### src/tlb_pkg.sv
// ----------------------------------------------------------------------------
// tlb_pkg: shared types and constants for the tilt LED bar core
// Field widths, filter constants, register codes and the LED pattern lookup.
// ----------------------------------------------------------------------------
package tlb_pkg;

  localparam int unsigned Taps       = 5;
  localparam int unsigned SampleW    = 13;
  localparam int unsigned LedW       = 8;
  localparam int unsigned LevelW     = 5;
  localparam int unsigned OffsetW    = 9;
  localparam int unsigned PeriodW    = 5;
  localparam int unsigned CfgIdxW    = 1;
  localparam int unsigned CfgDataW   = 9;

  localparam int unsigned FiltGain   = 2;
  localparam int unsigned FiltDiv    = 10;
  localparam int unsigned Divisor    = FiltDiv / FiltGain;

  // sum / Divisor as (|sum| * RecipM) >> RecipShift, exact for |sum| < 2**18
  localparam int unsigned RecipShift = 19;
  localparam int unsigned RecipM     = (2 ** RecipShift + Divisor - 1) / Divisor;
  localparam int unsigned RecipW     = $clog2(RecipM + 1);

  localparam int unsigned SumW       = SampleW + $clog2(Taps);

  localparam int unsigned FiltMax    = 4095;
  localparam int unsigned FiltMinMag = 4096;

  localparam logic signed [OffsetW-1:0] OffsetRst = -9'sd32;
  localparam logic [PeriodW-1:0]        PeriodRst = 5'd16;

  typedef enum logic [0:0] {
    CmdSample = 1'b0,
    CmdTick   = 1'b1
  } cmd_e;

  typedef enum logic [CfgIdxW-1:0] {
    CfgOffset = 1'b0,
    CfgPeriod = 1'b1
  } cfg_idx_e;

  function automatic logic [LedW-1:0] pattern_lut(input logic [2:0] sel);
    logic [LedW-1:0] pat;
    case (sel)
      3'd0:    pat = 8'h08;
      3'd1:    pat = 8'h04;
      3'd2:    pat = 8'h02;
      3'd3:    pat = 8'h01;
      3'd4:    pat = 8'h80;
      3'd5:    pat = 8'h40;
      3'd6:    pat = 8'h20;
      default: pat = 8'h10;
    endcase
    return pat;
  endfunction

endpackage

### src/tlb_in_if.sv
// ----------------------------------------------------------------------------
// tlb_in_if: request channel of the tilt LED bar core
// Carries a command (sample or tick) and a signed accelerometer reading.
// ----------------------------------------------------------------------------
interface tlb_in_if;
  import tlb_pkg::*;

  logic                       valid;
  logic                       ready;
  cmd_e                       command;
  logic signed [SampleW-1:0]  sample;

  modport source (output valid, output command, output sample, input ready);
  modport sink   (input valid, input command, input sample, output ready);

endinterface

### src/tlb_out_if.sv
// ----------------------------------------------------------------------------
// tlb_out_if: result channel of the tilt LED bar core
// Carries the LED drive, the filtered reading and the duty level.
// ----------------------------------------------------------------------------
interface tlb_out_if;
  import tlb_pkg::*;

  logic                       valid;
  logic                       ready;
  logic [LedW-1:0]            led_drive;
  logic signed [SampleW-1:0]  filtered;
  logic [LevelW-1:0]          duty_level;

  modport source (output valid, output led_drive, output filtered, output duty_level,
                  input ready);
  modport sink   (input valid, input led_drive, input filtered, input duty_level,
                  output ready);

endinterface

### src/tilt_led_bar_fir_pwm_core.sv
// ----------------------------------------------------------------------------
// tilt_led_bar_fir_pwm_core: tilt-driven LED bar with PWM dimming
// Five-tap moving average of accelerometer samples selects an LED pattern
// and duty level; tick requests step the PWM counter.
// ----------------------------------------------------------------------------
// One request is accepted every clock cycle while the result side is not
// stalled, and every request gives exactly one result. A request is held in
// an input register, then the filter sum, the divide-by-five (reciprocal
// multiply) and the PWM update run combinationally into the result register,
// which loads when it is empty or its result is being taken. Configuration
// writes through cfg_we_i/cfg_idx_i/cfg_data_i take effect at the next edge.
// ----------------------------------------------------------------------------
module tilt_led_bar_fir_pwm_core (
  input  logic                          clk_i,
  input  logic                          rst_ni,
  tlb_in_if.sink                        req_i,
  tlb_out_if.source                     rsp_o,
  input  logic                          cfg_we_i,
  input  logic [tlb_pkg::CfgIdxW-1:0]   cfg_idx_i,
  input  logic [tlb_pkg::CfgDataW-1:0]  cfg_data_i
);
  import tlb_pkg::*;

  logic signed [OffsetW-1:0] offset_q;
  logic [PeriodW-1:0]        period_q;

  logic                      s1_valid_q;
  cmd_e                      s1_cmd_q;
  logic signed [SampleW-1:0] s1_sample_q;

  logic [LedW-1:0]           base_q, base_d;
  logic [LevelW-1:0]         level_q, level_d;
  logic [PeriodW-1:0]        count_q, count_d;
  logic signed [SampleW-1:0] filt_q, filt_d;

  logic                      out_valid_q;
  logic [LedW-1:0]           out_led_q, led_d;
  logic signed [SampleW-1:0] out_filt_q;
  logic [LevelW-1:0]         out_duty_q;

  logic                      req_acc;
  logic                      adv;
  logic                      is_sample;
  logic signed [SampleW-1:0] filt_c;
  logic [OffsetW-1:0]        adj_c;

  assign adv        = s1_valid_q && (!out_valid_q || rsp_o.ready);
  assign req_i.ready = !s1_valid_q || adv;
  assign req_acc    = req_i.valid && req_i.ready;
  assign is_sample  = (s1_cmd_q == CmdSample);

  tlb_filter u_filter (
    .clk_i      (clk_i),
    .rst_ni     (rst_ni),
    .shift_en_i (adv && is_sample),
    .sample_i   (s1_sample_q),
    .filtered_o (filt_c)
  );

  assign adj_c = filt_c[OffsetW-1:0] + offset_q;

  always_comb begin
    base_d  = base_q;
    level_d = level_q;
    count_d = count_q;
    filt_d  = filt_q;
    if (is_sample) begin
      base_d  = pattern_lut(adj_c[8:6]);
      level_d = adj_c[5:1];
      filt_d  = filt_c;
      led_d   = base_d;
    end else begin
      led_d = (count_q < level_q) ? (base_q >> 1) : base_q;
      if (count_q > period_q) begin
        count_d = '0;
      end else begin
        count_d = count_q + 1'b1;
      end
    end
  end

  // configuration
  always_ff @(posedge clk_i or negedge rst_ni) begin
    if (!rst_ni) begin
      offset_q <= OffsetRst;
      period_q <= PeriodRst;
    end else if (cfg_we_i) begin
      unique case (cfg_idx_e'(cfg_idx_i))
        CfgOffset: offset_q <= $signed(cfg_data_i[OffsetW-1:0]);
        CfgPeriod: period_q <= cfg_data_i[PeriodW-1:0];
        default: ;
      endcase
    end
  end

  // input stage
  always_ff @(posedge clk_i or negedge rst_ni) begin
    if (!rst_ni) begin
      s1_valid_q <= 1'b0;
    end else if (req_acc) begin
      s1_valid_q <= 1'b1;
    end else if (adv) begin
      s1_valid_q <= 1'b0;
    end
  end

  always_ff @(posedge clk_i) begin
    if (req_acc) begin
      s1_cmd_q    <= req_i.command;
      s1_sample_q <= req_i.sample;
    end
  end

  // block state
  always_ff @(posedge clk_i or negedge rst_ni) begin
    if (!rst_ni) begin
      base_q  <= '0;
      level_q <= '0;
      count_q <= '0;
      filt_q  <= '0;
    end else if (adv) begin
      base_q  <= base_d;
      level_q <= level_d;
      count_q <= count_d;
      filt_q  <= filt_d;
    end
  end

  // result stage
  always_ff @(posedge clk_i or negedge rst_ni) begin
    if (!rst_ni) begin
      out_valid_q <= 1'b0;
    end else if (adv) begin
      out_valid_q <= 1'b1;
    end else if (rsp_o.ready) begin
      out_valid_q <= 1'b0;
    end
  end

  always_ff @(posedge clk_i) begin
    if (adv) begin
      out_led_q  <= led_d;
      out_filt_q <= filt_d;
      out_duty_q <= level_d;
    end
  end

  assign rsp_o.valid      = out_valid_q;
  assign rsp_o.led_drive  = out_led_q;
  assign rsp_o.filtered   = out_filt_q;
  assign rsp_o.duty_level = out_duty_q;

  a_tick_steps_count: assert property (@(posedge clk_i) disable iff (!rst_ni)
    adv && !is_sample |=> count_q != $past(count_q))
    else $error("tick did not step the PWM counter");

  a_tick_keeps_filt: assert property (@(posedge clk_i) disable iff (!rst_ni)
    adv && !is_sample |=> $stable(filt_q) && $stable(level_q) && $stable(base_q))
    else $error("tick changed filter state");

  a_sample_onehot: assert property (@(posedge clk_i) disable iff (!rst_ni)
    adv && is_sample |=> $onehot(rsp_o.led_drive))
    else $error("sample result pattern not one-hot");

  a_stall_blocks: assert property (@(posedge clk_i) disable iff (!rst_ni)
    s1_valid_q && out_valid_q && !rsp_o.ready |-> !req_i.ready)
    else $error("request taken while both stages are full");

endmodule

### src/tlb_filter.sv
// ----------------------------------------------------------------------------
// tlb_filter: moving-average history and divider
// Holds the sample history; gives the saturated sum/5 of the history with the
// incoming sample shifted in, and commits the shift when enabled.
// ----------------------------------------------------------------------------
module tlb_filter (
  input  logic                               clk_i,
  input  logic                               rst_ni,
  input  logic                               shift_en_i,
  input  logic signed [tlb_pkg::SampleW-1:0] sample_i,
  output logic signed [tlb_pkg::SampleW-1:0] filtered_o
);
  import tlb_pkg::*;

  localparam int unsigned ProdW = SumW + RecipW;

  logic signed [SampleW-1:0] hist_q [Taps];
  logic signed [SampleW-1:0] hist_d [Taps];
  logic signed [SumW-1:0]    sum_c;
  logic                      neg_c;
  logic [SumW-1:0]           mag_c;
  logic [ProdW-1:0]          prod_c;
  logic [31:0]               quo_c;

  always_comb begin
    hist_d[0] = sample_i;
    for (int i = 1; i < Taps; i++) begin
      hist_d[i] = hist_q[i-1];
    end
  end

  always_comb begin
    sum_c = '0;
    for (int i = 0; i < Taps; i++) begin
      sum_c = sum_c + SumW'(hist_d[i]);
    end
  end

  assign neg_c  = sum_c[SumW-1];
  assign mag_c  = neg_c ? (~sum_c + 1'b1) : sum_c;
  assign prod_c = ProdW'(mag_c) * ProdW'(RecipM);
  assign quo_c  = 32'(prod_c[ProdW-1:RecipShift]);

  always_comb begin
    if (neg_c) begin
      if (quo_c > 32'(FiltMinMag)) begin
        filtered_o = -13'sd4096;
      end else begin
        filtered_o = -$signed(quo_c[SampleW-1:0]);
      end
    end else begin
      if (quo_c > 32'(FiltMax)) begin
        filtered_o = 13'sd4095;
      end else begin
        filtered_o = $signed(quo_c[SampleW-1:0]);
      end
    end
  end

  always_ff @(posedge clk_i or negedge rst_ni) begin
    if (!rst_ni) begin
      for (int i = 0; i < Taps; i++) begin
        hist_q[i] <= '0;
      end
    end else if (shift_en_i) begin
      hist_q <= hist_d;
    end
  end

endmodule

### src/flat_wrapper.sv
// flat-port wrapper written by rule: the top's interface ports become plain ports
module tilt_led_bar_fir_pwm_core_flat import tlb_pkg::*;
  (clk_i, rst_ni, cfg_we_i, cfg_idx_i, cfg_data_i, req_i_valid, req_i_command, req_i_sample, req_i_ready, rsp_o_valid, rsp_o_led_drive, rsp_o_filtered, rsp_o_duty_level, rsp_o_ready);
  tlb_in_if req_i_i ();
  tlb_out_if rsp_o_i ();
  input  logic clk_i;
  input  logic rst_ni;
  input  logic cfg_we_i;
  input  logic [tlb_pkg::CfgIdxW-1:0] cfg_idx_i;
  input  logic [tlb_pkg::CfgDataW-1:0] cfg_data_i;
  input wire logic [$bits(req_i_i.valid)-1:0] req_i_valid;
  input wire logic [$bits(req_i_i.command)-1:0] req_i_command;
  input wire logic [$bits(req_i_i.sample)-1:0] req_i_sample;
  output wire logic [$bits(req_i_i.ready)-1:0] req_i_ready;
  output wire logic [$bits(rsp_o_i.valid)-1:0] rsp_o_valid;
  output wire logic [$bits(rsp_o_i.led_drive)-1:0] rsp_o_led_drive;
  output wire logic [$bits(rsp_o_i.filtered)-1:0] rsp_o_filtered;
  output wire logic [$bits(rsp_o_i.duty_level)-1:0] rsp_o_duty_level;
  input wire logic [$bits(rsp_o_i.ready)-1:0] rsp_o_ready;
  assign req_i_i.valid = req_i_valid;
  assign req_i_i.command = req_i_command;
  assign req_i_i.sample = req_i_sample;
  assign req_i_ready = req_i_i.ready;
  assign rsp_o_valid = rsp_o_i.valid;
  assign rsp_o_led_drive = rsp_o_i.led_drive;
  assign rsp_o_filtered = rsp_o_i.filtered;
  assign rsp_o_duty_level = rsp_o_i.duty_level;
  assign rsp_o_i.ready = rsp_o_ready;
  tilt_led_bar_fir_pwm_core u_core (.clk_i(clk_i), .rst_ni(rst_ni), .req_i(req_i_i), .rsp_o(rsp_o_i), .cfg_we_i(cfg_we_i), .cfg_idx_i(cfg_idx_i), .cfg_data_i(cfg_data_i));
endmodule
### config.mk
export PLATFORM = sky130hd
export DESIGN_NAME = tilt_led_bar_fir_pwm_core_flat
export DESIGN_NICKNAME = d
export VERILOG_FILES = /design/src/tlb_pkg.sv /design/src/tlb_in_if.sv /design/src/tlb_out_if.sv /design/src/tilt_led_bar_fir_pwm_core.sv /design/src/tlb_filter.sv /design/src/flat_wrapper.sv
export SDC_FILE = /design/constraint.sdc
export NUM_CORES = 1
export LEC_CHECK = 0
export BUFFER_PORTS_ARGS = -buffer_cell sky130_fd_sc_hd__buf_4
export CORE_MARGIN = 2
export CORE_UTILIZATION = 45
export CTS_CLUSTER_SIZE = 12
export DETAILED_ROUTE_END_ITERATION = 8
export HOLD_SLACK_MARGIN = 0.12
export PLACE_DENSITY = 0.72
export SETUP_SLACK_MARGIN = 0.05
export SKIP_CTS_REPAIR_TIMING = 1
export SLEW_MARGIN = 20
export SYNTH_ARGS = -nofsm -noshare
export SYNTH_HDL_FRONTEND = slang
export SYNTH_SLANG_ARGS = --single-unit
### constraint.sdc
create_clock -name clk_i -period 17 [get_ports clk_i]
set_clock_uncertainty 0.1 [all_clocks]
set_input_delay 0.85 -clock clk_i [delete_from_list [all_inputs] [get_ports clk_i]]
set_output_delay 0.85 -clock clk_i [all_outputs]
set_load 0.02 [all_outputs]
==> results of run 1 <==
## through the flow
stage               instance area (µm²)  setup WS, ns  std cells  hold slack [ns]  utilization [%]
floorplan                         14200          3.21       1529            0.344                -
global placement                  15000          2.14       1950            0.356             47.8
detailed placement                15000          1.61       1950            0.367             47.8
CTS                               15600          1.58       1982            0.381             49.7
global route                      15600         0.209       1982            0.405             49.7
finish                            15600          1.41       1982            0.353             49.7
## cell families after synthesis
kind of cell	after synthesis	share of synthesized area, %
AND/OR/NAND/NOR	411	14.2
AO/OA/AOI/OAI	300	13.7
buffers and inverters	300	8.15
adder cells (fa/ha/maj)	291	32.1
flip-flops	139	25.9
XOR/XNOR	49	3.07
multiplexers	39	3.00
## path summary, 6_finish.rpt
check / to / slack (ns) / depth (start not counted)
setup / recovery: u_core.rsp_o.led_drive[1]$_DFFE_PP_ / 1.41 / 55
hold / removal: u_core.filt_q[7]$_DFFE_PN0P_ / 0.35 / 1
setup reg to reg: u_core.rsp_o.led_drive[1]$_DFFE_PP_ / 1.41 / 55
hold reg to reg: u_core.filt_q[0]$_DFFE_PN0P_ / 0.38 / 2
max in group asynchronous: u_core.u_filter.hist_d[44]$_DFFE_PN0P_ / 15.31 / 2
min in group clk_i: u_core.filt_q[0]$_DFFE_PN0P_ / 0.38 / 2
## cells in the mapped netlist, types with 4 or more instances
cell type and number:
o211ai_1 19, a31oi_1 13, fa_1 123, nand3b_1 4, and2_1 14, nor4_1 15
a211oi_1 11, nand4_1 12, or3_1 11, o31ai_1 4, nor2_1 51, xor2_1 20
edfxtp_1 40, a21o_1 19, and3_1 16, o21a_1 8, dfrtp_1 94, nand2b_1 15
nand3_1 28, or2_2 5, o221ai_1 4, a211o_1 5, buf_1 6, clkbuf_1 29
xnor2_1 28, ha_1 168, nor3_1 26, inv_1 257, nand2_1 181, dfstp_2 5
a21oi_1 67, nor2b_1 10, o21bai_1 7, mux2_2 29, mux2i_1 10, o21ai_0 99
## flip-flops by register name, indices dropped and copies added, names as in the netlist
name / flops
u_core.rsp_o.filtered: 13
u_core.rsp_o.duty_level: 5
u_core.base_q: 8
u_core.rsp_o.led_drive: 8
u_core.period_q: 5
u_core.s1_sample_q: 13
u_core.count_q: 5
u_core.s1_cmd_q: 1
u_core.s1_valid_q: 1
u_core.level_q: 5
u_core.offset_q: 9
u_core.rsp_o.valid: 1
u_core.u_filter.hist_d: 52
u_core.filt_q: 13
## routing by layer
layer  wire length (µm)  vias to the layer above  track usage (%)
met5                  0                        -                0
met4                938                        0             7.29
met3               1570                       73             2.93
met2              15500                      304             34.7
met1              15200                     5394             29.4
li1                   -                     5269                -
## final cells by class
| type | count | area, µm² |
|---|---|---|
| Sequential cell | 139 | 3680 |
| Inverter | 257 | 965 |
| Timing Repair Buffer | 62 | 465 |
| Clock inverter | 12 | 124 |
| Fill cell | 2916 | 15800 |
| Tap cell | 402 | 503 |
| Clock buffer | 20 | 447 |
| Multi-Input combinational cell | 1090 | 9410 |
## critical path: cells and delay by family (launching register included)
| kind | cells | cell delay (ns) |
|---|---|---|
| XOR/XNOR | 3 | 1.54 |
| buffers and inverters | 8 | 0.75 |
| AO/OA/AOI/OAI | 21 | 4.83 |
| AND/OR/NAND/NOR | 10 | 2.30 |
| flip-flops | 1 | 0.35 |
| adder cells (fa/ha/maj) | 13 | 5.50 |
==> summary.txt, run 1 <==
Status
  • Status: finished, final reports clean

Timing
  • Final hold vios: 0
  • Fin crit share: 91.7%
  • Final setup fails: 0
  • Max Slew Vio Count: 0
  • Max_slew headroom: between 40% and 50%
  • Worst Tran Pin Value: 0.876 ns
  • Fmax: between 0.06 and 0.07 GHz
  • TNS Setup: 0 ns
  • Final Critical Period: 15.59 ns
  • RSZ-0062 raised after global routing: false

Drt
  • Antenna-violating nets left: 0
  • Routed WL: between 30 and 40 mm
  • Initial DRC count: 827
  • Via density: roughly 5.6
  • Routed len/inst: 16.7 µm
  • DR pass1 iterations: 5
  • Via Count: approximately 11000
  • Residual DRC: 0

Synth
  • Synth unique cells: 84
  • Register bit total from synthesis: ~140
  • EDFF count, synth: 40
  • Syn_area_per_cell: ~9.3 µm²
  • Async set-reset flop share out of synthesis: a little under three quarters
  • Post-synthesis sequential area ratio: between 20% and 30%
  • Area of the mapped netlist: about 14000 µm²
  • Cell type with the highest aggregate area in the netlist: fa_1
  • Syn nets: roughly 1800
  • Yosys top cell area share: between 10% and 20%
  • Yosys warns: 0
  • Prevailing post-synth register cell: dfrtp_1
  • Synth area leaders: fa_1 17%, dfrtp_1 17%, ha_1 15%
  • Syn Inst Count: about 1500

Layout
  • Leading cell type in the layout, fill and taps excluded: inv_1
  • Share of cells above drive strength 1: 9.94%
  • Synth-to-Final Area Change: 9.53%
  • Nets: about 1900
  • Most frequent cells in the layout: 257 x inv_1, 181 x nand2_1, 168 x ha_1
  • Ant. Diodes: 0

Die
  • CORE AREA: approximately 31000 µm²
  • # rows: 65
  • I/O pins: 57
  • Die area: approximately 33000 µm²
  • Die Wd: 182 µm
  • Die height: 182 µm
  • Initial Util: between 40 and 50%

Worst setup path
  • Worst setup path start: u_core.u_filter.hist_d[23]$_DFFE_PN0P_
  • WP data required: ~17 ns
  • Crit path max-delay cell type: nand2_1
  • Crit Path Class: reg -> reg
  • Critical path capture point type: flop
  • Worst path max stage delay: roughly 0.74 ns
  • Worst setup SP type: flop
  • Worst R2R Start: u_core.u_filter.hist_d[23]$_DFFE_PN0P_
  • Max Fanout on Critical Path: 24
  • CP arrival: about 16 ns

Flow run
  • Max-cap viol count: 0

Global route
  • Vias in the first global route: between 10000 and 15000
  • Antenna violations before repair: 0
  • Total GRT Usage: around a fifth
  • Gr ovfl total: 0
  • First-pass GRT wire length: between 50 and 60 mm
  • Largest net degree at the start of global routing: 84

Clock tree
  • TritonCTS clock tree: built
  • Root Buffer: clkbuf_16
  • Htree depth: 4
  • Clock Tree Buf Depth: 2
  • Worst-path clk slew: ~0.060 ns
  • TritonCTS sink count: around 140
  • CTS Buf Count: 17
  • Worst-Skew Late Latency: roughly 0.43 ns

Min path
  • Worst Hold Class: in -> async

Placement
  • Port buffer count: 56
  • HPWL after DPL: roughly 27 mm
  • GP Congestion: slightly above 0.9
Power of run 1 is left out: the tool's default activity adds up to more than one toggle a clock period on the data nets, which glitch-free logic cannot reach.
==> run 2: changes to the inputs <==
==> constraint.sdc (replaced) <==
create_clock -name clk_i -period 14.7 [get_ports clk_i]
set_clock_uncertainty 0.1 [all_clocks]
set_input_delay 0.735 -clock clk_i [delete_from_list [all_inputs] [get_ports clk_i]]
set_output_delay 0.735 -clock clk_i [all_outputs]
set_load 0.02 [all_outputs]
==> run 2 against run 1 <==
- hold slack lost 0.22 ns
- critical path type unchanged
- final cell count increased by 1.7%
- critical endpoint unchanged
- non-clock buffer count grew 33
- critical path depth shrank 2
- sequential share of layout area is 0.72 points lower
- fmax up 11%
- die area is the same
- register-to-register slack got worse by 0.74 ns
- final area rose by 3.1%
- count of clock-buffer cells in the layout rose by 1
- utilization up 1.6 points
==> summary.txt, run 2 (synthesis results as in run 1) <==
Layout
  • Nets: 1920 (+1.7%)
  • Ant. Diodes: 0 (unchanged)
  • Leading cell type in the layout, fill and taps excluded: inv_1
  • Share of cells above drive strength 1: 13.7% (+3.8 points)
  • Fin area: 16100 µm² (+3.1%)
  • Synth-to-Final Area Change: 13.0%
  • Most frequent cells in the layout: 257 x inv_1, 179 x nand2_1, 168 x ha_1
  • Max FFs per register: 52 (unchanged)

Worst setup path
  • Reg2Reg Depth: 53 (-3.6%)
  • CP arrival: 14.19 ns (-1.53 ns)
  • Critical path buffer and inverter count: 6 (-2)
  • Crit Path Class: reg -> reg
  • Worst path max stage delay: 0.55 ns (-0.19 ns)
  • Worst path top cell family by delay: adder cells
  • Worst R2R Start: u_core.u_filter.hist_d[15]$_DFFE_PN0P_
  • Critical path capture point type: flop
  • Crit path max-delay cell type: fa_1
  • WP data required: 14.86 ns (-2.27 ns)
  • Setup slack, reg-to-reg: 0.67 ns (-0.74 ns)
  • Worst setup SP type: flop
  • Reg2reg end: u_core.rsp_o.led_drive[1]$_DFFE_PP_
  • CP most frequent cell: fa_1
  • Max Fanout on Critical Path: 6 (-75%)

Clock tree
  • Htree depth: 4 (unchanged)
  • CTS Buf Count: 17 (unchanged)
  • TritonCTS clock tree: built
  • Clock Tree Buf Depth: 2 (unchanged)
  • Root Buffer: clkbuf_16
  • Worst-Skew Late Latency: 0.44 ns (about the same)
  • TritonCTS sink count: 139 (unchanged)
  • Worst-path clk slew: 0.06 ns (about the same)

Timing
  • Final Critical Period: 14.03 ns (-1.56 ns)
  • TNS Setup: 0 ns (unchanged)
  • Fmax: 0.0713 GHz (+11%)
  • Final hold vios: 0 (unchanged)
  • Worst Tran Pin Value: 0.967 ns (+0.0909 ns)
  • Final setup fails: 0 (unchanged)
  • Max Slew Vio Count: 0 (unchanged)
  • Slack of the critical path: 0.670 ns (-0.743 ns)
  • Max_slew headroom: 35.4% (-6.0 points)
  • Fin crit share: 95.4% (+3.8 points)

Drt
  • Residual DRC: 0 (unchanged)
  • Routed WL: 34.3 mm (+3.3%)
  • DR pass1 iterations: 5 (unchanged)
  • Routed len/inst: 17.0 µm (+1.6%)
  • Antenna-violating nets left: 0 (unchanged)
  • Initial DRC count: 788 (-4.7%)
  • Via density: 5.54 (-0.62%)
  • Via Count: 11200 (+1.0%)

Die
  • Die area: 33100 µm² (unchanged)
  • I/O pins: 57 (unchanged)
  • # rows: 65 (unchanged)
  • Die Wd: 182 µm (unchanged)
  • Initial Util: 45.4% (unchanged)
  • CORE AREA: 31400 µm² (unchanged)
  • Die height: 182 µm (unchanged)

Global route
  • Total GRT Usage: 21.6% (+0.24 points)
  • Largest net degree at the start of global routing: 84 (unchanged)
  • Gr ovfl total: 0 (unchanged)
  • First-pass GRT wire length: 57.0 mm (+0.98%)
  • Antenna violations before repair: 0 (unchanged)
  • Vias in the first global route: 11200 (-0.36%)

Placement
  • HPWL after DPL: 27.8 mm (+2.8%)
  • Port buffer count: 56 (unchanged)
  • Area after DPL: 15200 µm² (+1.2%)
  • GP Congestion: 0.950 (+1.9%)
  • Post-Place Setup Slack: 0.126 ns (-1.49 ns)

Flow run
  • Max-cap viol count: 0 (unchanged)

Status
  • Status: finished, final reports clean

Min path
  • Worst Hold Class: in -> async
==> run 2: worst max path at each step <==
| stage | from | to | slack [ns] | cells after the start |
|---|---|---|---|---|
| after floorplan | u_core.u_filter.hist_d[14]$_DFFE_PN0P_ | u_core.rsp_o.led_drive[7]$_DFFE_PP_ | 0.91 | 56 |
| after global placement | u_core.u_filter.hist_d[14]$_DFFE_PN0P_ | u_core.rsp_o.led_drive[5]$_DFFE_PP_ | 0.47 | 56 |
| after detailed placement | u_core.u_filter.hist_d[14]$_DFFE_PN0P_ | u_core.rsp_o.led_drive[5]$_DFFE_PP_ | 0.13 | 56 |
| after CTS | u_core.u_filter.hist_d[14]$_DFFE_PN0P_ | u_core.rsp_o.led_drive[5]$_DFFE_PP_ | -0.01 | 57 |
| after global routing | u_core.u_filter.hist_d[14]$_DFFE_PN0P_ | u_core.rsp_o.led_drive[1]$_DFFE_PP_ | -0.001 | 58 |
| final | u_core.u_filter.hist_d[15]$_DFFE_PN0P_ | u_core.rsp_o.led_drive[1]$_DFFE_PP_ | 0.67 | 53 |
==> run 2: area by class of cell <==
class | count | area (µm²)
clock buffer | 21 | 472
clock inverter | 11 | 118
fill | 2896 | 15300
inverter | 257 | 965
multi-input combinational | 1090 | 9630
sequential | 139 | 3680
tap | 402 | 503
timing repair buffer | 95 | 714
==> run 2: worst reg2reg max path: cells and delay by family (launching register included) <==
family	cells	cell delay (ns)
fa+ha+maj	12	5.32
flops	1	0.35
buf+inv	6	0.57
xor+xnor	3	0.49
simple gates	12	2.68
compound gates	20	4.33
==> run 2: stage by stage <==
stage          hold slack (ns)  cells  utilization (%)
4_1_cts                  0.143   2006             50.3
5_1_grt                  0.166   2015             51.2
3_3_place_gp             0.356   1974             48.4
3_5_place_dp             0.361   1974             48.4
2_1_floorplan            0.339   1529                -
6_report                 0.138   2015             51.2
==> run 2: layer usage <==
layer  part of all wire (%)  track usage (%)
met5                      0                0
met4                    2.1             5.87
met3                    4.5             3.07
met2                     46             34.9
met1                     47             30.5
Power of run 2 is left out for the same reason.
==> run 3: changes to the inputs <==
--- a/config.mk
+++ b/config.mk
@@ -5,7 +5,9 @@
 export SDC_FILE = /design/constraint.sdc
 export NUM_CORES = 1
 export LEC_CHECK = 0
+export ABC_AREA = 1
 export BUFFER_PORTS_ARGS = -buffer_cell sky130_fd_sc_hd__buf_4
+export CORE_ASPECT_RATIO = 1.4
 export CORE_MARGIN = 2
 export CORE_UTILIZATION = 45
 export CTS_CLUSTER_SIZE = 12
==> run 3 against run 2 <==
- global-route usage shrank 0.73 points
- count of clock-buffer cells in the layout decreased by 3
- utilization decreased by 0.34 points
- sequential share of layout area rose by 1.8 points
- die area is 5.4% lower
- fmax grew 11%
- via count down 11%
==> summary.txt, run 3 <==
Drt
  • Residual DRC: 0 (unchanged)
  • Antenna-violating nets left: 0 (unchanged)
  • Routed WL: 30.3 mm (-12%)
  • Initial DRC count: 509 (-35%)
  • Via density: 5.06 (-8.6%)
  • DR pass1 iterations: 5 (unchanged)
  • Routed len/inst: 15.4 µm (-9.5%)
  • Via Count: 9968 (-11%)

Worst setup path
  • Worst setup SP type: flop
  • CP most frequent cell: inv_1
  • Critical path capture point type: flop
  • Crit Path Class: reg -> reg
  • Worst path max stage delay: 0.78 ns (+0.23 ns)
  • Worst setup path start: u_core.u_filter.hist_d[14]$_DFFE_PN0P_
  • CP arrival: 12.73 ns (-1.46 ns)
  • WP data required: 14.77 ns (-0.09 ns)
  • Crit path max-delay cell type: nor2_1
  • Worst R2R Start: u_core.u_filter.hist_d[14]$_DFFE_PN0P_
  • Max Fanout on Critical Path: 9 (+3)

Timing
  • Slack of the critical path: 2.05 ns (+1.38 ns)
  • TNS Setup: 0 ns (unchanged)
  • RSZ-0062 raised after global routing: false
  • Final hold vios: 0 (unchanged)
  • Final setup fails: 0 (unchanged)
  • Max Slew Vio Count: 0 (unchanged)
  • Fmax: 0.0790 GHz (+11%)
  • Worst Tran Pin Value: 0.995 ns (+0.0277 ns)
  • Fin crit share: 86.1% (-9.4 points)
  • Final Critical Period: 12.65 ns (-1.38 ns)
  • Max_slew headroom: 33.2% (-2.2 points)

Synth
  • Yosys top cell area share: 18.3% (+1.0 points)
  • Most common library cells after synthesis: 342 x inv_1, 266 x nand2_1, 168 x ha_1
  • Register bit total from synthesis: 139 (unchanged)
  • Syn nets: 1842 (-0.38%)
  • Cell type with the highest aggregate area in the netlist: fa_1
  • Post-synthesis sequential area ratio: 27.4% (+1.5 points)
  • Syn Inst Count: 1522 (-0.46%)
  • Syn_area_per_cell: 8.83 µm² (-5.2%)
  • Yosys warns: 0 (unchanged)
  • Async set-reset flop share out of synthesis: 71.2% (unchanged)
  • Synth unique cells: 47 (-44%)
  • Synth area leaders: fa_1 18%, dfrtp_1 18%, ha_1 16%
  • Area of the mapped netlist: 13400 µm² (-5.6%)
  • EDFF count, synth: 40 (unchanged)
  • Count leader, synth: inv_1
  • Prevailing post-synth register cell: dfrtp_1

Layout
  • Ant. Diodes: 0 (unchanged)
  • Nets: 1897 (-1.2%)
  • Most frequent cells in the layout: 341 x inv_1, 266 x nand2_1, 168 x ha_1
  • Synth-to-Final Area Change: 10.8%
  • Leading cell type in the layout, fill and taps excluded: inv_1
  • Final core occ: 50.9% (-0.34 points)
  • Share of cells above drive strength 1: 10.7% (-3.0 points)
  • Max FFs per register: 52 (unchanged)

Die
  • CORE AREA: 29300 µm² (-6.8%)
  • Die height: 208 µm (+15%)
  • I/O pins: 57 (unchanged)
  • # rows: 74 (+14%)
  • Die Wd: 150 µm (-17%)
  • Initial Util: 45.9% (+0.58 points)
  • Die area: 31300 µm² (-5.4%)

Global route
  • Total GRT Usage: 20.8% (-0.73 points)
  • Vias in the first global route: 10600 (-5.5%)
  • Met2 Use GR: 37.7% (+2.9 points)
  • First-pass GRT wire length: 51.0 mm (-11%)
  • Largest net degree at the start of global routing: 113 (+35%)
  • Met1 Use GR: 23.7% (-6.7 points)
  • Gr ovfl total: 0 (unchanged)
  • GRT met3 Usage: 2.50% (-0.57 points)
  • Antenna violations before repair: 0 (unchanged)
  • Gr busiest metal: met2

Clock tree
  • CTS Buf Count: 17 (unchanged)
  • Worst-Skew Late Latency: 0.43 ns (about the same)
  • Worst-path clk slew: 0.06 ns (about the same)
  • Root Buffer: clkbuf_16
  • Clock Tree Buf Depth: 2 (unchanged)
  • TritonCTS sink count: 139 (unchanged)
  • Htree depth: 4 (unchanged)
  • TritonCTS clock tree: built

Placement
  • HPWL after DPL: 25.0 mm (-10%)
  • GP Congestion: 0.953 (+0.33%)
  • Port buffer count: 56 (unchanged)
  • Post-Place Setup Slack: 2.16 ns (+2.04 ns)

Flow run
  • Max-cap viol count: 0 (unchanged)

Status
  • Status: finished, final reports clean

Min path
  • Worst Hold Class: in -> reg
  • Worst hold path startpoint: req_i_sample[6]
[run 3: final cells by class]
| type | count | area, µm² |
|---|---|---|
| tap | 380 | 475 |
| clock inverter | 14 | 170 |
| multi-input combinational | 1013 | 8370 |
| sequential | 139 | 3680 |
| clock buffer | 18 | 429 |
| inverter | 345 | 1290 |
| fill | 2828 | 14400 |
| timing repair buffer | 61 | 464 |
[run 3: layer usage]
| layer | up-vias | wire length [µm] |
|---|---|---|
| li1 | 4920 | - |
| met1 | 4792 | 12200 |
| met2 | 174 | 16000 |
| met3 | 82 | 642 |
| met4 | 0 | 1520 |
| met5 | - | 0 |
[run 3: path summary, 6_finish.rpt]
path | cells past startpoint | to | slack, ns
min in group asynchronous | 2 | u_core.u_filter.hist_d[15]$_DFFE_PN0P_ | 0.62
setup / recovery | 51 | u_core.rsp_o.led_drive[3]$_DFFE_PP_ | 2.05
hold reg to reg | 2 | u_core.base_q[4]$_DFFE_PN0P_ | 0.38
max in group asynchronous | 3 | u_core.base_q[7]$_DFFE_PN0P_ | 12.86
setup reg to reg | 51 | u_core.rsp_o.led_drive[3]$_DFFE_PP_ | 2.05
hold / removal | 1 | u_core.s1_sample_q[6]$_DFFE_PP_ | 0.38
[run 3: critical path: cells and delay by family, from the launching register on]
family	cells	cell delay [ns]
compound gates	6	1.01
simple gates	19	3.07
fa+ha+maj	14	5.93
xor+xnor	2	0.95
flops	1	0.38
buf+inv	10	0.92
[run 3: through the flow]
step	hold WS [ns]	std cells	area, µm²
after floorplan	0.339	1522	13400
after global placement	0.360	1937	14300
after detailed placement	0.367	1937	14300
after CTS	0.0726	1969	14900
after global routing	0.358	1970	14900
final	0.377	1970	14900
[run 3: kinds of logic after synthesis]
family          share of synthesized area (%)
compound gates                           8.64
xor+xnor                                 3.50
fa+ha+maj                                34.0
buf+inv                                  10.3
flops                                    27.4
mux                                     0.335
simple gates                             15.8
Power of run 3 is left out for the same reason.
